**src/rtl/vte_pkg.sv**
```systemverilog
// ----------------------------------------------------------------------------
// vte_pkg: shared types, constants and microprogram
// Control word layout, filter coefficients and the step table used by the
// sequencer and the datapath of the vocal tone enhancer.
// ----------------------------------------------------------------------------
package vte_pkg;

  // Default widths
  localparam int SAMPLE_BITS_DEF = 16;
  localparam int STATE_BITS_DEF  = 24;

  // Amount registers, Q1.16 with 1.0 at 65536
  localparam int             AMT_W     = 17;
  localparam logic [AMT_W-1:0] AMT_ONE = 17'h10000;
  localparam int             CFG_IDX_W = 2;

  typedef enum logic [CFG_IDX_W-1:0] {
    REG_WARMTH   = 2'd0,
    REG_PRESENCE = 2'd1,
    REG_AIR      = 2'd2
  } reg_idx_e;

  // Fixed point: coefficients are Q0.16 held in an 18-bit signed operand
  localparam int COEF_W     = 18;
  localparam int FRAC_BITS  = 16;
  localparam int ROUND_HALF = 32768;

  localparam logic signed [COEF_W-1:0] C_W_KEEP  = 18'sd62259;
  localparam logic signed [COEF_W-1:0] C_W_IN    = 18'sd3277;
  localparam logic signed [COEF_W-1:0] C_W_GAIN  = 18'sd19661;
  localparam logic signed [COEF_W-1:0] C_PA_KEEP = 18'sd52429;
  localparam logic signed [COEF_W-1:0] C_PA_IN   = 18'sd13107;
  localparam logic signed [COEF_W-1:0] C_PB_KEEP = 18'sd39322;
  localparam logic signed [COEF_W-1:0] C_PB_IN   = 18'sd26214;
  localparam logic signed [COEF_W-1:0] C_P_GAIN  = 18'sd32768;
  localparam logic signed [COEF_W-1:0] C_A_KEEP  = 18'sd58982;
  localparam logic signed [COEF_W-1:0] C_A_IN    = 18'sd6554;
  localparam logic signed [COEF_W-1:0] C_A_GAIN  = 18'sd13107;

  // Multiplier / accumulator operation
  typedef enum logic [1:0] {
    MUL_NONE = 2'd0,
    MUL_LOAD = 2'd1,
    MUL_ADD  = 2'd2
  } mul_e;

  // Multiplier operand A
  typedef enum logic [2:0] {
    A_WL    = 3'd0,
    A_PA    = 3'd1,
    A_PB    = 3'd2,
    A_AL    = 3'd3,
    A_S     = 3'd4,
    A_PDIFF = 3'd5,
    A_RES   = 3'd6,
    A_T     = 3'd7
  } asel_e;

  // Multiplier operand B
  typedef enum logic [3:0] {
    B_W_KEEP  = 4'd0,
    B_W_IN    = 4'd1,
    B_W_GAIN  = 4'd2,
    B_PA_KEEP = 4'd3,
    B_PA_IN   = 4'd4,
    B_PB_KEEP = 4'd5,
    B_PB_IN   = 4'd6,
    B_P_GAIN  = 4'd7,
    B_A_KEEP  = 4'd8,
    B_A_IN    = 4'd9,
    B_A_GAIN  = 4'd10,
    B_AMT_W   = 4'd11,
    B_AMT_P   = 4'd12,
    B_AMT_A   = 4'd13
  } bsel_e;

  // Write-back of the rounded accumulator
  typedef enum logic [2:0] {
    WB_NONE = 3'd0,
    WB_WL   = 3'd1,
    WB_PA   = 3'd2,
    WB_PB   = 3'd3,
    WB_AL   = 3'd4,
    WB_T    = 3'd5,
    WB_S    = 3'd6
  } wb_e;

  // Sequencing
  typedef enum logic [2:0] {
    SQ_NEXT    = 3'd0,
    SQ_JZ_WARM = 3'd1,
    SQ_JZ_PRES = 3'd2,
    SQ_JZ_AIR  = 3'd3,
    SQ_END     = 3'd4
  } seq_e;

  localparam int PC_W = 5;
  localparam logic [PC_W-1:0] PC_W0  = 5'd0;
  localparam logic [PC_W-1:0] PC_P0  = 5'd7;
  localparam logic [PC_W-1:0] PC_A0  = 5'd16;
  localparam logic [PC_W-1:0] PC_END = 5'd21;

  typedef struct packed {
    mul_e            mul;
    asel_e           asel;
    bsel_e           bsel;
    wb_e             wb;
    seq_e            seq;
    logic [PC_W-1:0] target;
  } cw_t;

  typedef struct packed {
    logic warmth;
    logic presence;
    logic air;
  } amt_zero_t;

  localparam cw_t CW_NOP = '{mul: MUL_NONE, asel: A_WL, bsel: B_W_KEEP, wb: WB_NONE,
                             seq: SQ_NEXT, target: PC_W0};

  function automatic cw_t mk_cw(mul_e m, asel_e a, bsel_e b, wb_e w, seq_e q,
                                logic [PC_W-1:0] tgt);
    cw_t c;
    c.mul    = m;
    c.asel   = a;
    c.bsel   = b;
    c.wb     = w;
    c.seq    = q;
    c.target = tgt;
    return c;
  endfunction

  // Microprogram. Write-back in a step uses the accumulator left by the
  // previous step; operands read registers before that step's write-back.
  function automatic cw_t prog_word(logic [PC_W-1:0] pc);
    cw_t c;
    c = CW_NOP;
    unique case (pc)
      // warmth: wl = upd(wl, s); s += R(R(wl*amt)*gain)
      5'd0:  c = mk_cw(MUL_LOAD, A_WL,    B_W_KEEP,  WB_NONE, SQ_JZ_WARM, PC_P0);
      5'd1:  c = mk_cw(MUL_ADD,  A_S,     B_W_IN,    WB_NONE, SQ_NEXT,    PC_W0);
      5'd2:  c = mk_cw(MUL_NONE, A_WL,    B_W_KEEP,  WB_WL,   SQ_NEXT,    PC_W0);
      5'd3:  c = mk_cw(MUL_LOAD, A_WL,    B_AMT_W,   WB_NONE, SQ_NEXT,    PC_W0);
      5'd4:  c = mk_cw(MUL_NONE, A_WL,    B_W_KEEP,  WB_T,    SQ_NEXT,    PC_W0);
      5'd5:  c = mk_cw(MUL_LOAD, A_T,     B_W_GAIN,  WB_NONE, SQ_NEXT,    PC_W0);
      5'd6:  c = mk_cw(MUL_NONE, A_WL,    B_W_KEEP,  WB_S,    SQ_NEXT,    PC_W0);
      // presence: two chained lowpasses, add scaled difference
      5'd7:  c = mk_cw(MUL_LOAD, A_PA,    B_PA_KEEP, WB_NONE, SQ_JZ_PRES, PC_A0);
      5'd8:  c = mk_cw(MUL_ADD,  A_S,     B_PA_IN,   WB_NONE, SQ_NEXT,    PC_W0);
      5'd9:  c = mk_cw(MUL_LOAD, A_PB,    B_PB_KEEP, WB_PA,   SQ_NEXT,    PC_W0);
      5'd10: c = mk_cw(MUL_ADD,  A_PA,    B_PB_IN,   WB_NONE, SQ_NEXT,    PC_W0);
      5'd11: c = mk_cw(MUL_NONE, A_WL,    B_W_KEEP,  WB_PB,   SQ_NEXT,    PC_W0);
      5'd12: c = mk_cw(MUL_LOAD, A_PDIFF, B_AMT_P,   WB_NONE, SQ_NEXT,    PC_W0);
      5'd13: c = mk_cw(MUL_NONE, A_WL,    B_W_KEEP,  WB_T,    SQ_NEXT,    PC_W0);
      5'd14: c = mk_cw(MUL_LOAD, A_T,     B_P_GAIN,  WB_NONE, SQ_NEXT,    PC_W0);
      5'd15: c = mk_cw(MUL_NONE, A_WL,    B_W_KEEP,  WB_S,    SQ_NEXT,    PC_W0);
      // air: residue against the old lowpass, then update the lowpass
      5'd16: c = mk_cw(MUL_LOAD, A_RES,   B_AMT_A,   WB_NONE, SQ_JZ_AIR,  PC_END);
      5'd17: c = mk_cw(MUL_LOAD, A_AL,    B_A_KEEP,  WB_T,    SQ_NEXT,    PC_W0);
      5'd18: c = mk_cw(MUL_ADD,  A_S,     B_A_IN,    WB_NONE, SQ_NEXT,    PC_W0);
      5'd19: c = mk_cw(MUL_LOAD, A_T,     B_A_GAIN,  WB_AL,   SQ_NEXT,    PC_W0);
      5'd20: c = mk_cw(MUL_NONE, A_WL,    B_W_KEEP,  WB_S,    SQ_NEXT,    PC_W0);
      // hand the saturated sample to the output register
      5'd21: c = mk_cw(MUL_NONE, A_WL,    B_W_KEEP,  WB_NONE, SQ_END,     PC_W0);
      default: c = mk_cw(MUL_NONE, A_WL,  B_W_KEEP,  WB_NONE, SQ_END,     PC_W0);
    endcase
    return c;
  endfunction

endpackage

```
**src/rtl/vte_if.sv**
```systemverilog
// ----------------------------------------------------------------------------
// vte_if: sample stream channels
// Input and output channels with valid/ready handshake and sample payload.
// ----------------------------------------------------------------------------
interface vte_in_if import vte_pkg::*; #(
  parameter int SAMPLE_BITS = SAMPLE_BITS_DEF
) ();
  logic                          valid;
  logic                          ready;
  logic signed [SAMPLE_BITS-1:0] sample_in;
  logic                          frame_last;

  modport source (output valid, output sample_in, output frame_last, input ready);
  modport sink   (input valid, input sample_in, input frame_last, output ready);
endinterface

interface vte_out_if import vte_pkg::*; #(
  parameter int SAMPLE_BITS = SAMPLE_BITS_DEF
) ();
  logic                          valid;
  logic                          ready;
  logic signed [SAMPLE_BITS-1:0] sample_out;
  logic                          out_last;

  modport source (output valid, output sample_out, output out_last, input ready);
  modport sink   (input valid, input sample_out, input out_last, output ready);
endinterface

```
**src/rtl/vte_sat.sv**
```systemverilog
// ----------------------------------------------------------------------------
// vte_sat: signed saturation
// Clamps a signed value to the range of a narrower (or equal) signed width.
// ----------------------------------------------------------------------------
module vte_sat #(
  parameter int IN_W  = 32,
  parameter int OUT_W = 16
) (
  input  logic signed [IN_W-1:0]  x_i,
  output logic signed [OUT_W-1:0] y_o
);
  localparam int TOP_W = IN_W - OUT_W + 1;

  logic [TOP_W-1:0] top_bits;
  logic             in_range;

  // in range when all bits from the target sign bit upward agree
  assign top_bits = x_i[IN_W-1:OUT_W-1];
  assign in_range = (top_bits == '0) || (top_bits == '1);
  assign y_o      = in_range ? x_i[OUT_W-1:0]
                             : {x_i[IN_W-1], {(OUT_W-1){~x_i[IN_W-1]}}};
endmodule

```
**src/rtl/vte_sequencer.sv**
```systemverilog
// ----------------------------------------------------------------------------
// vte_sequencer: microprogram control
// Step counter over the control store, conditional stage skips and the
// input/output handshake timing.
// ----------------------------------------------------------------------------
module vte_sequencer import vte_pkg::*; (
  input  logic      clk_i,
  input  logic      rst_ni,
  input  logic      in_valid_i,
  input  logic      out_free_i,
  input  amt_zero_t amt_zero_i,
  output logic      in_ready_o,
  output cw_t       ctrl_o,
  output logic      out_load_o
);
  typedef enum logic [1:0] {
    ST_IDLE = 2'b01,
    ST_RUN  = 2'b10
  } state_e;

  state_e          state_q, state_d;
  logic [PC_W-1:0] pc_q, pc_d;
  logic [PC_W-1:0] pc_inc;
  cw_t             cw;

  assign cw         = prog_word(pc_q);
  assign pc_inc     = PC_W'(pc_q + 1'b1);
  assign in_ready_o = (state_q == ST_IDLE);

  // next step and control word
  always_comb begin
    state_d    = state_q;
    pc_d       = pc_q;
    ctrl_o     = CW_NOP;
    out_load_o = 1'b0;
    unique case (state_q)
      ST_IDLE: begin
        if (in_valid_i) begin
          state_d = ST_RUN;
          pc_d    = PC_W0;
        end
      end
      ST_RUN: begin
        ctrl_o = cw;
        unique case (cw.seq)
          SQ_NEXT:    pc_d = pc_inc;
          SQ_JZ_WARM: pc_d = amt_zero_i.warmth   ? cw.target : pc_inc;
          SQ_JZ_PRES: pc_d = amt_zero_i.presence ? cw.target : pc_inc;
          SQ_JZ_AIR:  pc_d = amt_zero_i.air      ? cw.target : pc_inc;
          SQ_END: begin
            // wait for the output register to free up
            if (out_free_i) begin
              out_load_o = 1'b1;
              state_d    = ST_IDLE;
            end
          end
          default: pc_d = pc_inc;
        endcase
      end
      default: state_d = ST_IDLE;
    endcase
  end

  always_ff @(posedge clk_i or negedge rst_ni) begin
    if (!rst_ni) begin
      state_q <= ST_IDLE;
      pc_q    <= PC_W0;
    end else begin
      state_q <= state_d;
      pc_q    <= pc_d;
    end
  end
endmodule

```
**src/rtl/vte_datapath.sv**
```systemverilog
// ----------------------------------------------------------------------------
// vte_datapath: shared multiply-accumulate datapath
// One signed multiplier with accumulator, rounding and saturating write-back
// into the filter states and the running sample, and a rounded temporary.
// ----------------------------------------------------------------------------
module vte_datapath import vte_pkg::*; #(
  parameter int SAMPLE_BITS = SAMPLE_BITS_DEF,
  parameter int STATE_BITS  = STATE_BITS_DEF
) (
  input  logic                          clk_i,
  input  logic                          rst_ni,
  input  logic                          load_i,
  input  logic signed [SAMPLE_BITS-1:0] sample_i,
  input  logic [AMT_W-1:0]              amt_warmth_i,
  input  logic [AMT_W-1:0]              amt_presence_i,
  input  logic [AMT_W-1:0]              amt_air_i,
  input  cw_t                           ctrl_i,
  output logic signed [SAMPLE_BITS-1:0] sample_o
);
  localparam int RUN_W  = (SAMPLE_BITS > STATE_BITS) ? SAMPLE_BITS : STATE_BITS;
  localparam int OPA_W  = RUN_W + 2;
  localparam int PROD_W = OPA_W + COEF_W;
  localparam int ACC_W  = PROD_W + 1;
  localparam int RND_W  = ACC_W - FRAC_BITS;
  localparam int SUM_W  = RND_W + 1;

  logic signed [RUN_W-1:0]      s_q, s_d;
  logic signed [OPA_W-1:0]      t_q, t_d;
  logic signed [ACC_W-1:0]      acc_q, acc_d;
  logic signed [STATE_BITS-1:0] wl_q, wl_d, pa_q, pa_d, pb_q, pb_d, al_q, al_d;

  logic signed [OPA_W-1:0]      a_op;
  logic signed [COEF_W-1:0]     b_op;
  logic signed [PROD_W-1:0]     prod;
  logic signed [ACC_W-1:0]      acc_half;
  logic signed [RND_W-1:0]      rnd;
  logic signed [SUM_W-1:0]      s_sum;
  logic signed [STATE_BITS-1:0] filt_sat;
  logic signed [STATE_BITS-1:0] sum_sat;

  // operand A
  always_comb begin
    unique case (ctrl_i.asel)
      A_WL:    a_op = OPA_W'(wl_q);
      A_PA:    a_op = OPA_W'(pa_q);
      A_PB:    a_op = OPA_W'(pb_q);
      A_AL:    a_op = OPA_W'(al_q);
      A_S:     a_op = OPA_W'(s_q);
      A_PDIFF: a_op = OPA_W'(pa_q) - OPA_W'(pb_q);
      A_RES:   a_op = OPA_W'(s_q) - OPA_W'(al_q);
      A_T:     a_op = t_q;
      default: a_op = t_q;
    endcase
  end

  // operand B: coefficient or mix amount
  always_comb begin
    unique case (ctrl_i.bsel)
      B_W_KEEP:  b_op = C_W_KEEP;
      B_W_IN:    b_op = C_W_IN;
      B_W_GAIN:  b_op = C_W_GAIN;
      B_PA_KEEP: b_op = C_PA_KEEP;
      B_PA_IN:   b_op = C_PA_IN;
      B_PB_KEEP: b_op = C_PB_KEEP;
      B_PB_IN:   b_op = C_PB_IN;
      B_P_GAIN:  b_op = C_P_GAIN;
      B_A_KEEP:  b_op = C_A_KEEP;
      B_A_IN:    b_op = C_A_IN;
      B_A_GAIN:  b_op = C_A_GAIN;
      B_AMT_W:   b_op = signed'(COEF_W'(amt_warmth_i));
      B_AMT_P:   b_op = signed'(COEF_W'(amt_presence_i));
      B_AMT_A:   b_op = signed'(COEF_W'(amt_air_i));
      default:   b_op = '0;
    endcase
  end

  // multiply-accumulate
  assign prod = PROD_W'(a_op) * PROD_W'(b_op);

  always_comb begin
    unique case (ctrl_i.mul)
      MUL_LOAD: acc_d = ACC_W'(prod);
      MUL_ADD:  acc_d = acc_q + ACC_W'(prod);
      default:  acc_d = acc_q;
    endcase
  end

  // round half up, drop the 16 fraction bits of the coefficient
  assign acc_half = acc_q + ACC_W'(ROUND_HALF);
  assign rnd      = acc_half[ACC_W-1:FRAC_BITS];
  assign s_sum    = SUM_W'(s_q) + SUM_W'(rnd);

  vte_sat #(.IN_W(RND_W), .OUT_W(STATE_BITS)) u_sat_filt (
    .x_i (rnd),
    .y_o (filt_sat)
  );

  vte_sat #(.IN_W(SUM_W), .OUT_W(STATE_BITS)) u_sat_sum (
    .x_i (s_sum),
    .y_o (sum_sat)
  );

  vte_sat #(.IN_W(RUN_W), .OUT_W(SAMPLE_BITS)) u_sat_out (
    .x_i (s_q),
    .y_o (sample_o)
  );

  // write-back
  always_comb begin
    s_d  = s_q;
    t_d  = t_q;
    wl_d = wl_q;
    pa_d = pa_q;
    pb_d = pb_q;
    al_d = al_q;
    if (load_i) begin
      s_d = RUN_W'(sample_i);
    end
    unique case (ctrl_i.wb)
      WB_WL:   wl_d = filt_sat;
      WB_PA:   pa_d = filt_sat;
      WB_PB:   pb_d = filt_sat;
      WB_AL:   al_d = filt_sat;
      WB_T:    t_d  = rnd[OPA_W-1:0];
      WB_S:    s_d  = RUN_W'(sum_sat);
      default: ;
    endcase
  end

  // working registers
  always_ff @(posedge clk_i) begin
    s_q   <= s_d;
    t_q   <= t_d;
    acc_q <= acc_d;
  end

  // filter states
  always_ff @(posedge clk_i or negedge rst_ni) begin
    if (!rst_ni) begin
      wl_q <= '0;
      pa_q <= '0;
      pb_q <= '0;
      al_q <= '0;
    end else begin
      wl_q <= wl_d;
      pa_q <= pa_d;
      pb_q <= pb_d;
      al_q <= al_d;
    end
  end
endmodule

```
**src/rtl/vocal_tone_enhancer.sv**
```systemverilog
// ----------------------------------------------------------------------------
// vocal_tone_enhancer: three-stage vocal shaping filter
// Warmth, presence and air stages on a shared multiply-accumulate unit,
// run by a microprogram; one shaped sample out per sample in.
// ----------------------------------------------------------------------------
// One sample is taken when the block is idle and one saturated sample comes
// back for it, with the last-of-buffer mark copied through. The work is done
// by a microprogram on a single 18-bit-coefficient multiply-accumulate unit:
// after the transfer, 7 steps for warmth, 9 for presence and 5 for air
// when each is enabled (1 step when its amount is zero), plus 1 step to load
// the output register. The output register holds a finished sample while
// the next one is processed; the final step waits only if that register is
// still occupied. Amount writes above 1.0 are clamped to 1.0; writes must go
// in while idle, which the block itself does not enforce.
module vocal_tone_enhancer import vte_pkg::*; #(
  parameter int SAMPLE_BITS = SAMPLE_BITS_DEF,
  parameter int STATE_BITS  = STATE_BITS_DEF
) (
  input  logic                 clk_i,
  input  logic                 rst_ni,
  vte_in_if.sink               in_i,
  vte_out_if.source            out_o,
  input  logic                 cfg_we_i,
  input  logic [CFG_IDX_W-1:0] cfg_idx_i,
  input  logic [AMT_W-1:0]     cfg_data_i
);
  logic [AMT_W-1:0]              warm_q, pres_q, air_q;
  logic [AMT_W-1:0]              cfg_clamped;
  amt_zero_t                     amt_zero;
  logic                          in_xfer;
  logic                          out_free;
  logic                          out_load;
  logic                          out_valid_q;
  logic signed [SAMPLE_BITS-1:0] out_sample_q;
  logic                          out_last_q;
  logic                          last_q;
  logic signed [SAMPLE_BITS-1:0] dp_sample;
  cw_t                           ctrl;

  // configuration registers, clamped to 1.0
  assign cfg_clamped = (cfg_data_i > AMT_ONE) ? AMT_ONE : cfg_data_i;

  always_ff @(posedge clk_i or negedge rst_ni) begin
    if (!rst_ni) begin
      warm_q <= '0;
      pres_q <= '0;
      air_q  <= '0;
    end else if (cfg_we_i) begin
      unique case (reg_idx_e'(cfg_idx_i))
        REG_WARMTH:   warm_q <= cfg_clamped;
        REG_PRESENCE: pres_q <= cfg_clamped;
        REG_AIR:      air_q  <= cfg_clamped;
        default: ;
      endcase
    end
  end

  assign amt_zero.warmth   = (warm_q == '0);
  assign amt_zero.presence = (pres_q == '0);
  assign amt_zero.air      = (air_q == '0);

  // handshakes
  assign in_xfer  = in_i.valid && in_i.ready;
  assign out_free = !out_valid_q || out_o.ready;

  vte_sequencer u_seq (
    .clk_i      (clk_i),
    .rst_ni     (rst_ni),
    .in_valid_i (in_i.valid),
    .out_free_i (out_free),
    .amt_zero_i (amt_zero),
    .in_ready_o (in_i.ready),
    .ctrl_o     (ctrl),
    .out_load_o (out_load)
  );

  vte_datapath #(
    .SAMPLE_BITS (SAMPLE_BITS),
    .STATE_BITS  (STATE_BITS)
  ) u_dp (
    .clk_i          (clk_i),
    .rst_ni         (rst_ni),
    .load_i         (in_xfer),
    .sample_i       (in_i.sample_in),
    .amt_warmth_i   (warm_q),
    .amt_presence_i (pres_q),
    .amt_air_i      (air_q),
    .ctrl_i         (ctrl),
    .sample_o       (dp_sample)
  );

  // last mark rides along with the sample
  always_ff @(posedge clk_i) begin
    if (in_xfer) begin
      last_q <= in_i.frame_last;
    end
  end

  // output register
  always_ff @(posedge clk_i or negedge rst_ni) begin
    if (!rst_ni) begin
      out_valid_q <= 1'b0;
    end else if (out_load) begin
      out_valid_q <= 1'b1;
    end else if (out_o.ready) begin
      out_valid_q <= 1'b0;
    end
  end

  always_ff @(posedge clk_i) begin
    if (out_load) begin
      out_sample_q <= dp_sample;
      out_last_q   <= last_q;
    end
  end

  assign out_o.valid      = out_valid_q;
  assign out_o.sample_out = out_sample_q;
  assign out_o.out_last   = out_last_q;

  // checks
  a_busy_after_in: assert property (@(posedge clk_i) disable iff (!rst_ni)
    in_xfer |=> !in_i.ready)
    else $error("input accepted again while an item is in progress");

  a_load_into_free: assert property (@(posedge clk_i) disable iff (!rst_ni)
    out_load |-> (!out_valid_q || out_o.ready))
    else $error("result loaded over an untaken result");

  a_ready_after_result: assert property (@(posedge clk_i) disable iff (!rst_ni)
    $rose(in_i.ready) |-> $past(out_load))
    else $error("sequencer went idle without producing a result");

  a_amount_clamped: assert property (@(posedge clk_i) disable iff (!rst_ni)
    (warm_q <= AMT_ONE) && (pres_q <= AMT_ONE) && (air_q <= AMT_ONE))
    else $error("amount register above 1.0");
endmodule
```
**src/flat_wrapper.sv**
```systemverilog
// flat-port wrapper written by rule: the top's interface ports become plain ports
module vocal_tone_enhancer_flat import vte_pkg::*;
#(
  parameter int SAMPLE_BITS = SAMPLE_BITS_DEF,
  parameter int STATE_BITS  = STATE_BITS_DEF
)
  (clk_i, rst_ni, cfg_we_i, cfg_idx_i, cfg_data_i, in_i_valid, in_i_sample_in, in_i_frame_last, in_i_ready, out_o_valid, out_o_sample_out, out_o_out_last, out_o_ready);
  vte_in_if #(.SAMPLE_BITS(SAMPLE_BITS)) in_i_i ();
  vte_out_if #(.SAMPLE_BITS(SAMPLE_BITS)) out_o_i ();
  input  logic clk_i;
  input  logic rst_ni;
  input  logic cfg_we_i;
  input  logic [CFG_IDX_W-1:0] cfg_idx_i;
  input  logic [AMT_W-1:0] cfg_data_i;
  input wire logic [$bits(in_i_i.valid)-1:0] in_i_valid;
  input wire logic [$bits(in_i_i.sample_in)-1:0] in_i_sample_in;
  input wire logic [$bits(in_i_i.frame_last)-1:0] in_i_frame_last;
  output wire logic [$bits(in_i_i.ready)-1:0] in_i_ready;
  output wire logic [$bits(out_o_i.valid)-1:0] out_o_valid;
  output wire logic [$bits(out_o_i.sample_out)-1:0] out_o_sample_out;
  output wire logic [$bits(out_o_i.out_last)-1:0] out_o_out_last;
  input wire logic [$bits(out_o_i.ready)-1:0] out_o_ready;
  assign in_i_i.valid = in_i_valid;
  assign in_i_i.sample_in = in_i_sample_in;
  assign in_i_i.frame_last = in_i_frame_last;
  assign in_i_ready = in_i_i.ready;
  assign out_o_valid = out_o_i.valid;
  assign out_o_sample_out = out_o_i.sample_out;
  assign out_o_out_last = out_o_i.out_last;
  assign out_o_i.ready = out_o_ready;
  vocal_tone_enhancer #(.SAMPLE_BITS(SAMPLE_BITS), .STATE_BITS(STATE_BITS)) u_core (.clk_i(clk_i), .rst_ni(rst_ni), .in_i(in_i_i), .out_o(out_o_i), .cfg_we_i(cfg_we_i), .cfg_idx_i(cfg_idx_i), .cfg_data_i(cfg_data_i));
endmodule
```
**config.mk**
```make
export PLATFORM = sky130hd
export DESIGN_NAME = vocal_tone_enhancer_flat
export DESIGN_NICKNAME = d
export VERILOG_FILES = /design/src/rtl/vte_pkg.sv /design/src/rtl/vte_if.sv /design/src/rtl/vte_sat.sv /design/src/rtl/vte_sequencer.sv /design/src/rtl/vte_datapath.sv /design/src/rtl/vocal_tone_enhancer.sv /design/src/flat_wrapper.sv
export SDC_FILE = /design/constraint.sdc
export NUM_CORES = 2
export LEC_CHECK = 0
export BUFFER_PORTS_ARGS = -buffer_cell sky130_fd_sc_hd__buf_2
export CORE_AREA = 2 2 262 264
export CTS_BUF_LIST = sky130_fd_sc_hd__clkbuf_4
export CTS_CLUSTER_SIZE = 16
export DETAILED_ROUTE_END_ITERATION = 10
export DIE_AREA = 0 0 264 266
export GPL_TIMING_DRIVEN = 0
export PLACE_DENSITY_LB_ADDON = 0.12
export RECOVER_POWER = 50
export SYNTH_ARGS = -nofsm -noshare
export SYNTH_HDL_FRONTEND = slang
export SYNTH_HIERARCHICAL = 1
export SYNTH_SLANG_ARGS = --single-unit
```
**constraint.sdc**
```tcl
create_clock -name clk_i -period 16.63 [get_ports clk_i]
set_input_delay 0 -clock clk_i [delete_from_list [all_inputs] [get_ports clk_i]]
set_output_delay 0 -clock clk_i [all_outputs]
set_load 0.02 [all_outputs]
```
==> results.md <==
- Tcrit/Tclk final: 92.8%
- Clock tree buffer depth: 3
- Setup repair bufs after CTS: 0
- IO buf count: 59
- Slowest-stage cell, CP: a22oi_1
- Min Tclk post-route: 15.43 ns
- # Max-Cap Violations: 2
- Total negative slack: 0 ns
- Worst hold slack: 0.0694 ns
- Setup crit end: u_core/u_dp/acc_q[44]$_DFFE_PP_
- Storage cell area: 0.00727 mm^2
- Share of layout cells above drive strength 1: 9.91%
- Initial drt markers: 2,914
- Routed wire per std cell: 23.0 um
- Max Slew Vio Count: 157
- Crit. End Element: flip-flop
- First-pass iteration count of the detailed router: 7
- Final nets: 5,030
- Mapped Cells: 4,072
- Fmax: 0.0648 GHz
- RSZ-0062 raised after global routing: false
- Vias in the first global route: 31,400
- Final Hold Fails: 0
- Htree depth: 3
- Die Span X: 264 um
- First-pass GRT wire length: 187,000 um
- Area of the multi-input gates: 0.0262 mm^2
- R2R cell count: 50
- Area Growth Syn to Fin: 9.24%
- CP startpoint: u_core/u_seq/pc_q[0]$_DFFE_PN0P_
- Worst Hold Launch: cfg_data_i[3]
- Num CTS Buffers: 76
- Min-delay worst type: in2reg
- CTS Sinks: 268
- Synth Net Count: 4,784
- Root buffer cell: clkbuf_4
- Fillers: 6,185
- Row count: 96
- Crit path largest cell delay: 0.89 ns
- Overflow after GRT: 0
- Clock Pin Slew Worst Setup and Hold Paths: 0.08 ns
- Critical path launch point type: flip-flop
- DRC viols: 0
- Critical Path Most Common Cell: clkbuf_1
- DP Worst Slack: 1.72 ns
- Dpl hpwl: 96,300 um
- GRT Overall Usage: 35.2%
- Crit path required time: 17.18 ns
- Synth warn: 6
- Fin Clk Skew: 0.0773 ns
- Synthesized cell area: 0.0366 mm^2
- Most common cell after layout, fill and taps aside: inv_1
- CTS tree: done
- Routability-driven placement congestion ratio: 0.978
- Initial antenna violation count: 2
- Critical path peak fanout: 10
- Max-slew headroom: -247%
- Post-cts sizing count: 0
- Chip Height: 266 um
- Synthesized area per cell: 8.99 um^2
- Antenna-violating nets left: 0
- Pin count of the biggest net entering global routing: 92
- Core area: 0.0677 mm^2
- Most frequent cells in the layout: 595 x inv_1, 428 x fa_1, 394 x nand2_1
- Die area: 0.0702 mm^2
- Post-Layout Cell Count: 5,255
- Failing checks: capacitance limit, slew limit
- Placed cell count: 5,026
- WS Path Type: reg2reg
- Reg2reg start: u_core/u_seq/pc_q[0]$_DFFE_PN0P_
- Mean number of vias per cell: 5.96
- # IOs: 60
- Status: finished with violations
- Setup slack, reg-to-reg: 1.20 ns
- Overall routed net length: 121,000 um
- Clock Latency Late Sink: 0.83 ns
- DR vias: 31,300
- CP Data Arrival Time: 15.98 ns
- Finish-stage setup viols: 0
- Initial core utilization: 54.1%
- Least-Margin Pin Slew: 5.21 ns
- Worst Slack Setup Final: 1.20 ns
- RR Endpoint: u_core/u_dp/acc_q[44]$_DFFE_PP_
==> flip-flops by register name (all words and copies together), names as in the netlist, 5 cells and up <==
| register | flops |
|---|---|
| u_core/u_dp/acc_q | 45 |
| u_core/u_dp/t_q | 26 |
| u_core/u_dp/al_q | 24 |
| u_core/u_dp/pa_q | 24 |
| u_core/u_dp/pb_q | 24 |
| u_core/u_dp/s_q | 24 |
| u_core/u_dp/wl_q | 24 |
| u_core/air_q | 17 |
| u_core/pres_q | 17 |
| u_core/warm_q | 17 |
| u_core/out_o.sample_out | 16 |
| u_core/u_seq/pc_q | 5 |
==> worst min path at each step <==
stage / endpoint / slack [ns] / cells past startpoint
2_1_floorplan: u_core/air_q[0]$_DFFE_PN0P_ / -0.30 / 0
3_3_place_gp: u_core/last_q$_DFFE_PP_ / 0.18 / 1
3_5_place_dp: u_core/u_dp/pa_q[4]$_DFFE_PN0N_ / -0.01 / 1
4_1_cts: u_core/warm_q[12]$_DFFE_PN0P_ / 0.002 / 4
5_1_grt: u_core/pres_q[2]$_DFFE_PN0P_ / 0.05 / 4
6_report: u_core/pres_q[3]$_DFFE_PN0P_ / 0.07 / 4
==> per-layer routing <==
layer | GRT usage, % | share of wire, % | wire (um)
met3 | 7.65 | 9.0 | 10800
met4 | 13.7 | 4.2 | 5020
met2 | 54.6 | 45 | 54200
met5 | 0 | 0 | 0
met1 | 48.2 | 42 | 50700
==> timing repair <==
action | in CTS | in global routing
hold buffers | 96 | 0
hold endpoints to repair | 245 | 0
setup endpoints to repair | 0 | 0
==> final cells by class <==
type | count | area share (%)
plain buffers | 188 | 2.13
flip-flops and latches | 268 | 18.2
repair buffers | 168 | 3.33
diodes | 3 | 0.0188
inverters | 599 | 5.62
clock inverters | 16 | 0.300
clock buffers | 114 | 2.14
multi-input cells | 3017 | 65.5
well taps | 882 | 2.76
==> metrics by stage <==
step           area (um^2)  utilization (%)
6_report             40000             59.0
5_1_grt              40000             59.0
4_1_cts              40200             59.3
3_5_place_dp         38200             56.4
3_3_place_gp         38000             56.1
2_1_floorplan        36600                -
==> critical path: cells and delay by family, from the launching register on <==
kind | cells | cell delay [ns]
flops | 1 | 0.45
fa+ha+maj | 9 | 4.20
buf+inv | 13 | 3.90
xor+xnor | 2 | 0.71
compound gates | 16 | 4.31
simple gates | 10 | 1.57
Power is left out: the tool's default activity adds up to more than one toggle a clock period on the data nets, which glitch-free logic cannot reach.
